**src/rtl/core/dfog_pkg.sv**
```systemverilog
// Package for the depth fog pixel blender: function codes, controller
// states, command/status structs and channel masks. No dependencies.
package dfog_pkg;

  localparam logic [1:0] FUNC_PIXEL = 2'd0;
  localparam logic [1:0] FUNC_RECIP = 2'd1;
  localparam logic [1:0] FUNC_EXP   = 2'd2;

  localparam logic [2:0] REG_FOG_COLOR    = 3'd0;
  localparam logic [2:0] REG_FOG_DENSITY  = 3'd1;
  localparam logic [2:0] REG_Z_STEP       = 3'd2;
  localparam logic [2:0] REG_PIXEL_FORMAT = 3'd3;
  localparam logic [2:0] REG_FOG_MODE     = 3'd4;

  localparam logic [15:0] MASK_R565 = 16'hf800;
  localparam logic [15:0] MASK_G565 = 16'h07e0;
  localparam logic [15:0] MASK_R555 = 16'h7c00;
  localparam logic [15:0] MASK_G555 = 16'h03e0;
  localparam logic [15:0] MASK_B    = 16'h001f;

  localparam logic [32:0] Z_LIMIT = 33'h1000000;

  typedef enum logic [4:0] {
    ST_IDLE  = 5'b00001,
    ST_RECIP = 5'b00010,
    ST_THICK = 5'b00100,
    ST_EXP   = 5'b01000,
    ST_OUT   = 5'b10000
  } state_t;

  // controller to datapath
  typedef struct packed {
    logic capture;   // latch input item, step depth, issue recip reads
    logic thick;     // form thickness from recip data
    logic blend;     // blend with exp data
  } dp_cmd_t;

  // datapath to controller
  typedef struct packed {
    logic is_pixel;
  } dp_status_t;

endpackage

```
**src/rtl/core/dfog_ctrl.sv**
```systemverilog
// Controller state machine for the fog blender.
// Depends on dfog_pkg.
module dfog_ctrl
  import dfog_pkg::*;
(
  input  logic       clk,
  input  logic       rst,
  input  logic       in_valid,
  output logic       in_ready,
  output logic       out_valid,
  input  logic       out_ready,
  input  dp_status_t status,
  output dp_cmd_t    cmd
);
  state_t state, state_next;

  assign in_ready  = (state == ST_IDLE) || (state == ST_OUT && out_ready);
  assign out_valid = (state == ST_OUT);

  always_comb begin
    cmd = '0;
    cmd.capture = in_ready && in_valid;
    cmd.thick = (state == ST_RECIP);
    cmd.blend = (state == ST_EXP);
  end

  // advance through recip read, thickness, exp read, output
  always_comb begin
    state_next = state;
    case (state)
      ST_IDLE: begin
        if (in_valid && status.is_pixel) state_next = ST_RECIP;
      end
      ST_RECIP: state_next = ST_THICK;
      ST_THICK: state_next = ST_EXP;
      ST_EXP:   state_next = ST_OUT;
      ST_OUT: begin
        if (out_ready) begin
          if (in_valid && status.is_pixel) state_next = ST_RECIP;
          else state_next = ST_IDLE;
        end
      end
      default: state_next = ST_IDLE;
    endcase
  end

  always_ff @(posedge clk) begin
    if (rst) begin
      state <= ST_IDLE;
    end else begin
      state <= state_next;
    end
  end
endmodule

```
**config.mk**
```make
export PLATFORM = sky130hd
export DESIGN_NAME = dfog_ctrl
export DESIGN_NICKNAME = d
export VERILOG_FILES = /design/src/rtl/core/dfog_pkg.sv /design/src/rtl/core/dfog_ctrl.sv
export SDC_FILE = /design/constraint.sdc
export NUM_CORES = 1
export LEC_CHECK = 0
export BUFFER_PORTS_ARGS = -buffer_cell sky130_fd_sc_hd__buf_2
export CORE_AREA = 5 5 42 44
export DETAILED_ROUTE_END_ITERATION = 12
export DIE_AREA = 0 0 47 49
export PLACE_DENSITY = 0.45
export SETUP_SLACK_MARGIN = 0.2
export SYNTH_ARGS = -nofsm -noshare
export SYNTH_HDL_FRONTEND = slang
export SYNTH_SLANG_ARGS = --single-unit
```
**constraint.sdc**
```tcl
create_clock -name clk -period 1.3 [get_ports clk]
set_input_delay 0.065 -clock clk [delete_from_list [all_inputs] [get_ports clk]]
set_output_delay 0.065 -clock clk [all_outputs]
set_load 0.05 [all_outputs]
```
* Yosys cells after proc, flatten, opt, wreduce, memory -nomap -nowiden
Cells that the tools add are included.
** Storage, ports and cells
- Flip-flop bits (word level) :: 5
- Bits of input ports :: 5
- Output and inout port bits :: 5
- Logic and storage cells :: 17
** Cells by class
- Equal/unequal tests :: 7
- Muxes and demuxes :: 4
- Reduce and logical (&&, ||, !) cells :: 5
** Operators by type and width (count)
- 5-bit case mux with 5 select lines :: 1
- 5-bit two-way mux :: 2
- 5-bit by 1-bit == test with 1-bit output, second input constant :: 1
- 5-bit by 2-bit == test with 1-bit output, second input constant :: 1
- 5-bit by 3-bit == test with 1-bit output, second input constant :: 1
- 5-bit by 4-bit == test with 1-bit output, second input constant :: 1
- 5-bit == test, second input constant :: 1
- 2-bit by 1-bit inequality test with 1-bit output, second input constant :: 2
- 1-bit logical AND :: 3
- 2-bit two-way mux :: 1
- 2-bit AND reduction :: 1
- 1-bit logical OR :: 1

* Logic depth before layout (Yosys ltp)
- Word-level depth :: 4
- Mapped depth :: 4
- Depth with buffers taken out :: 3

* Worst setup path before layout
No wires, ideal clock.
- Kind :: register to output
- Start point :: reg state[2]
- End point :: out cmd[2] (netlist bit)
- Data arrival time :: 1.580 ns
- Data required time :: 1.235 ns
- Slack :: -0.345 ns
- Cell stages (with the launch flop) :: 5
- Path buffers :: 1
- Cell sequence :: dfxtp_1 > buf_6 > nor3_2 > o21a_1 > and2_1
** RTL lines
- start: declaration :: line dfog_ctrl.sv:15 : state_t state, state_next;
- start signal: assignment :: line dfog_ctrl.sv:51 : state <= state_next;
- end: declaration :: line dfog_ctrl.sv:13 : output dp_cmd_t cmd

==> report_table.html <==
<table>
<tr><th>Metric</th><th>Value</th></tr>
<tr><th colspan="2">Worst setup path</th></tr>
<tr><td>Required time of the worst setup path</td><td>about 1.2 ns</td></tr>
<tr><td>R2R Setup Slk</td><td>0 ns</td></tr>
<tr><td>Peak per-stage delay on the critical path</td><td>0.37 ns</td></tr>
<tr><td>Startpoint of the worst setup timing path</td><td>state[3]$_SDFFE_PP0P_</td></tr>
<tr><td>Worst path cell trace</td><td>nor3_4, o21a_4, and2_4, buf_8</td></tr>
<tr><td>Capture point of the worst reg-to-reg path</td><td>state[0]$_SDFFE_PP1P_</td></tr>
<tr><td>CP Max Fanout</td><td>6</td></tr>
<tr><td>Worst Reg2Reg Path Length in Cells</td><td>7</td></tr>
<tr><td>Worst Path Buf+Inv</td><td>1</td></tr>
<tr><td>CP startpoint kind</td><td>register</td></tr>
<tr><td>Cell with the largest stage delay on the worst path</td><td>sky130_fd_sc_hd__dfxtp_4</td></tr>
<tr><td>Critical setup path kind</td><td>reg2out</td></tr>
<tr><td>Kind of cell with the highest combined delay on the critical path</td><td>simple AND/OR/NAND/NOR gates</td></tr>
<tr><td>Crit path capture type</td><td>output port</td></tr>
<tr><td>Arrival @ worst endpoint</td><td>1.33 ns</td></tr>
<tr><td>Crit Reg-Reg Startpoint</td><td>state[0]$_SDFFE_PP1P_</td></tr>
<tr><th colspan="2">Yosys</th></tr>
<tr><td>Post-Syn Nets</td><td>42</td></tr>
<tr><td>Number of enable flip-flop cells after synthesis</td><td>0</td></tr>
<tr><td>Post-synth top area share</td><td>0.2694</td></tr>
<tr><td>Synth area leader</td><td>sky130_fd_sc_hd__dfxtp_1</td></tr>
<tr><td>Count of synthesis-stage warnings from yosys</td><td>0</td></tr>
<tr><td>Mapped Cells</td><td>37</td></tr>
<tr><td>Top cells by area in the synthesized netlist</td><td>sky130_fd_sc_hd__dfxtp_1 27%, sky130_fd_sc_hd__nor4b_2 8.1%, sky130_fd_sc_hd__nor3b_2 6.7%, sky130_fd_sc_hd__a2bb2oi_2 4.0%, sky130_fd_sc_hd__buf_8 4.0%</td></tr>
<tr><td>Register area share after synthesis</td><td>0.2694</td></tr>
<tr><td>Number of distinct standard cells referenced by the synthesized netlist</td><td>26</td></tr>
<tr><td>Cell area after technology mapping</td><td>371.6 µm²</td></tr>
<tr><td>Synth Area per Inst</td><td>10.04 µm²</td></tr>
<tr><td>Most common library cells after synthesis</td><td>5 x sky130_fd_sc_hd__dfxtp_1, 4 x sky130_fd_sc_hd__nor2_1</td></tr>
<tr><td>Most frequent cell after synthesis</td><td>sky130_fd_sc_hd__dfxtp_1</td></tr>
<tr><td>Prevailing post-synth register cell</td><td>sky130_fd_sc_hd__dfxtp_1</td></tr>
<tr><td>Ys async rst share</td><td>0</td></tr>
<tr><td>Flip-flop and latch count after synthesis</td><td>5</td></tr>
<tr><th colspan="2">Power</th></tr>
<tr><td>Leakage</td><td>0.2789 nW</td></tr>
<tr><td>Power consumption</td><td>551.2 µW</td></tr>
<tr><td>Power per cell area</td><td>between 700 and 800 nW/µm²</td></tr>
<tr><td>Worst ir drop on vdd</td><td>~440 µV</td></tr>
<tr><th colspan="2">Detailed routing</th></tr>
<tr><td>Via count</td><td>388</td></tr>
<tr><td>Initial DRC Count</td><td>2</td></tr>
<tr><td>Drt drc</td><td>0</td></tr>
<tr><td>Routed length per placed instance</td><td>~15 µm</td></tr>
<tr><td>DRT Wirelength</td><td>1124 µm</td></tr>
<tr><td>Initial DRT Pass Iterations</td><td>4</td></tr>
<tr><td>Ratio of routed vias to standard cells</td><td>around 5</td></tr>
<tr><td>Count of nets left with antenna violations after detail routing</td><td>0</td></tr>
<tr><th colspan="2">Global routing</th></tr>
<tr><td>First-pass GRT wire length</td><td>1649 µm</td></tr>
<tr><td>Antenna violations before repair</td><td>0</td></tr>
<tr><td>Global router's overall resource usage</td><td>0.1077</td></tr>
<tr><td>Met3 usage</td><td>0.05904</td></tr>
<tr><td>Met1 demand-to-capacity share in global routing</td><td>0.1033</td></tr>
<tr><td>Vias in the first global route</td><td>398</td></tr>
<tr><td>Maximum number of pins on one net before global-route repair</td><td>9</td></tr>
<tr><td>Busiest layer in global routing</td><td>met2</td></tr>
<tr><td>Global routing met2 resource utilization</td><td>0.1493</td></tr>
<tr><td>Total overflow reported by the global router</td><td>0</td></tr>
<tr><th colspan="2">Timing</th></tr>
<tr><td>Setup repair after global routing missed its margin</td><td>yes</td></tr>
<tr><td>Fmax</td><td>between 700 and 800 MHz</td></tr>
<tr><td>Count of final max-slew check failures</td><td>0</td></tr>
<tr><td>Measured slew at the worst slew-check pin</td><td>0.3121 ns</td></tr>
<tr><td>Count of final hold-check violations</td><td>0</td></tr>
<tr><td>Max-slew headroom</td><td>0.7905</td></tr>
<tr><td>Crit path time final</td><td>1.397 ns</td></tr>
<tr><td>Least setup slack across all paths after layout</td><td>-0.09699 ns</td></tr>
<tr><td>Worst Skew</td><td>~0.0033 ns</td></tr>
<tr><td>Fin Setup TNS</td><td>-0.2964 ns</td></tr>
<tr><td>Fin crit share</td><td>1.075</td></tr>
<tr><td>Count of final setup violators</td><td>4</td></tr>
<tr><th colspan="2">Floorplanning</th></tr>
<tr><td>Floorplan die area</td><td>2303 µm²</td></tr>
<tr><td>Chip Height</td><td>49 µm</td></tr>
<tr><td>Core ar.</td><td>1401 µm²</td></tr>
<tr><td>Initial Util</td><td>0.2652</td></tr>
<tr><td>Width of the chip</td><td>approximately 47 µm</td></tr>
<tr><td>Number of core rows</td><td>14</td></tr>
<tr><td>Number of I/O pins</td><td>10</td></tr>
<tr><th colspan="2">Hold path</th></tr>
<tr><td>Hold-critical path endpoint</td><td>state[1]$_SDFFE_PP0P_</td></tr>
<tr><td>Start point of the worst hold path</td><td>rst</td></tr>
<tr><td>Worst hold path cell count</td><td>2</td></tr>
<tr><td>Worst hold path type</td><td>in2reg</td></tr>
<tr><th colspan="2">Placed design</th></tr>
<tr><td>Placed wire-length estimate</td><td>656 µm</td></tr>
<tr><td>Post-placement worst setup slack</td><td>roughly 0.07 ns</td></tr>
<tr><td>Placer's final routability congestion estimate</td><td>0.7533</td></tr>
<tr><td>Post-place instance area</td><td>approximately 460 µm²</td></tr>
<tr><td>IO Port Bufs</td><td>9</td></tr>
<tr><th colspan="2">Clocking</th></tr>
<tr><td>Clock latency at the later pin of the worst-skew pair</td><td>0.26 ns</td></tr>
<tr><td>CTS Root Buffer Type</td><td>sky130_fd_sc_hd__clkbuf_4</td></tr>
<tr><td>Maximum number of buffers from clock root to sink</td><td>2</td></tr>
<tr><td>Number of buffers inserted during clock tree synthesis</td><td>3</td></tr>
<tr><td>Clk sinks</td><td>5</td></tr>
<tr><td>CTS tree</td><td>yes</td></tr>
<tr><td>Post-CTS clock slew at the launch and capture registers of the worst setup and hold paths</td><td>0.05 ns</td></tr>
<tr><td>Number of levels the H-tree was split into</td><td>1</td></tr>
<tr><th colspan="2">Finish</th></tr>
<tr><td>Regs by FF count</td><td>state (5)</td></tr>
<tr><td>Post-layout net count</td><td>66</td></tr>
<tr><td>Final standard cell area without fillers</td><td>711.9 µm²</td></tr>
<tr><td>Register with the highest flop count</td><td>state</td></tr>
<tr><td>Area growth from synthesis to layout</td><td>91.58%</td></tr>
<tr><td>Antenna fix cells</td><td>0</td></tr>
<tr><td>Layout cell share with drive strength beyond 1</td><td>0.7833</td></tr>
<tr><td>Flip-flop count of the largest register after layout</td><td>5</td></tr>
<tr><td>Util after Layout</td><td>0.5080</td></tr>
<tr><th colspan="2">Outcome</th></tr>
<tr><td>Failing checks</td><td>setup timing</td></tr>
<tr><td>Status</td><td>complete, but fails checks</td></tr>
<tr><th colspan="2">Flow run</th></tr>
<tr><td>Maxcap violations</td><td>0</td></tr>
</table>
-- worst register-to-register path: cells and delay by family, from the launching register on --
family / cells / cell delay (ns)
buffers and inverters: 4 / 0.45
AOI/OAI and AO/OA: 2 / 0.15
and+or+nand+nor: 1 / 0.22
DFF: 1 / 0.37
-- repair_timing --
| action | in CTS | in global routing |
|---|---|---|
| buffers inserted | 6 | 4 |
| pin swaps | 3 | 4 |
| endpoints found under the setup margin | 8 | 8 |
| hold buffers | 0 | 0 |
| gates resized for setup | 20 | 17 |
-- how the worst max path moves through the flow --
| stage | end | slack [ns] | cells past startpoint |
|---|---|---|---|
| after global placement | cmd[2] | 0.09 | 4 |
| after CTS | cmd[2] | -0.08 | 4 |
| after detailed placement | cmd[2] | 0.07 | 4 |
| after floorplan | cmd[0] | 0.04 | 2 |
| final | cmd[2] | -0.1 | 4 |
| after global routing | cmd[0] | -0.15 | 3 |
-- final cells by class --
class	count	area, µm²
Fill cell	125	689.4
Multi-Input combinational cell	29	326.6
Timing Repair Buffer	22	224.0
Sequential cell	5	115.1
Clock buffer	4	26.28
Tap cell	16	20.02
-- kinds of logic (layout without fill, tap and decap cells) --
| kind of cell | after synthesis | after routing | synth area share |
|---|---|---|---|
| and+or+nand+nor | 21 | 21 | 0.4310 |
| AOI/OAI and AO/OA | 6 | 6 | 0.1583 |
| DFF | 5 | 5 | 0.2694 |
| buffers and inverters | 3 | 26 | 0.09090 |
| xor gates and xnor gates | 1 | 1 | 0.02357 |
| muxes | 1 | 1 | 0.02694 |
-- layer usage --
layer,vias up,part of all wire
li1,184,-
met1,181,0.40
met2,18,0.49
met3,5,0.068
met4,0,0.042
met5,-,0
-- cell usage in the layout, fill, tap and decap left out, drive strengths merged --
| master | instances |
|---|---|
| a21bo | 1 |
| xor2 | 1 |
| nor3 | 2 |
| o21a | 1 |
| nor3b | 2 |
| nor4b | 3 |
| nor4 | 1 |
| nand2 | 2 |
| or2 | 1 |
| dfxtp | 5 |
| and2 | 1 |
| nor2b | 2 |
| mux2i | 1 |
| buf | 22 |
| a311oi | 1 |
| and3 | 1 |
| a31o | 1 |
| and3b | 1 |
| clkbuf | 4 |
| a211o | 1 |
| nand4 | 1 |
| nor2 | 4 |
| a2bb2oi | 1 |
-- metrics by stage --
stage          hold WS, ns  std cells
2_1_floorplan       0.1283         37
3_3_place_gp        0.2807         62
3_5_place_dp        0.2881         62
4_1_cts            0.01440         72
5_1_grt            0.02588         76
6_report           0.03563         76
-- report_power, final --
part | internal, mW | total, mW | switching (mW) | leakage (nW)
Clock | 0.117 | 0.201 | 0.0835 | 0.0150
Sequential | 0.154 | 0.164 | 0.0103 | 0.0430
Combinational | 0.103 | 0.186 | 0.0831 | 0.221
Note: power is estimated with default switching activity, not from simulation.
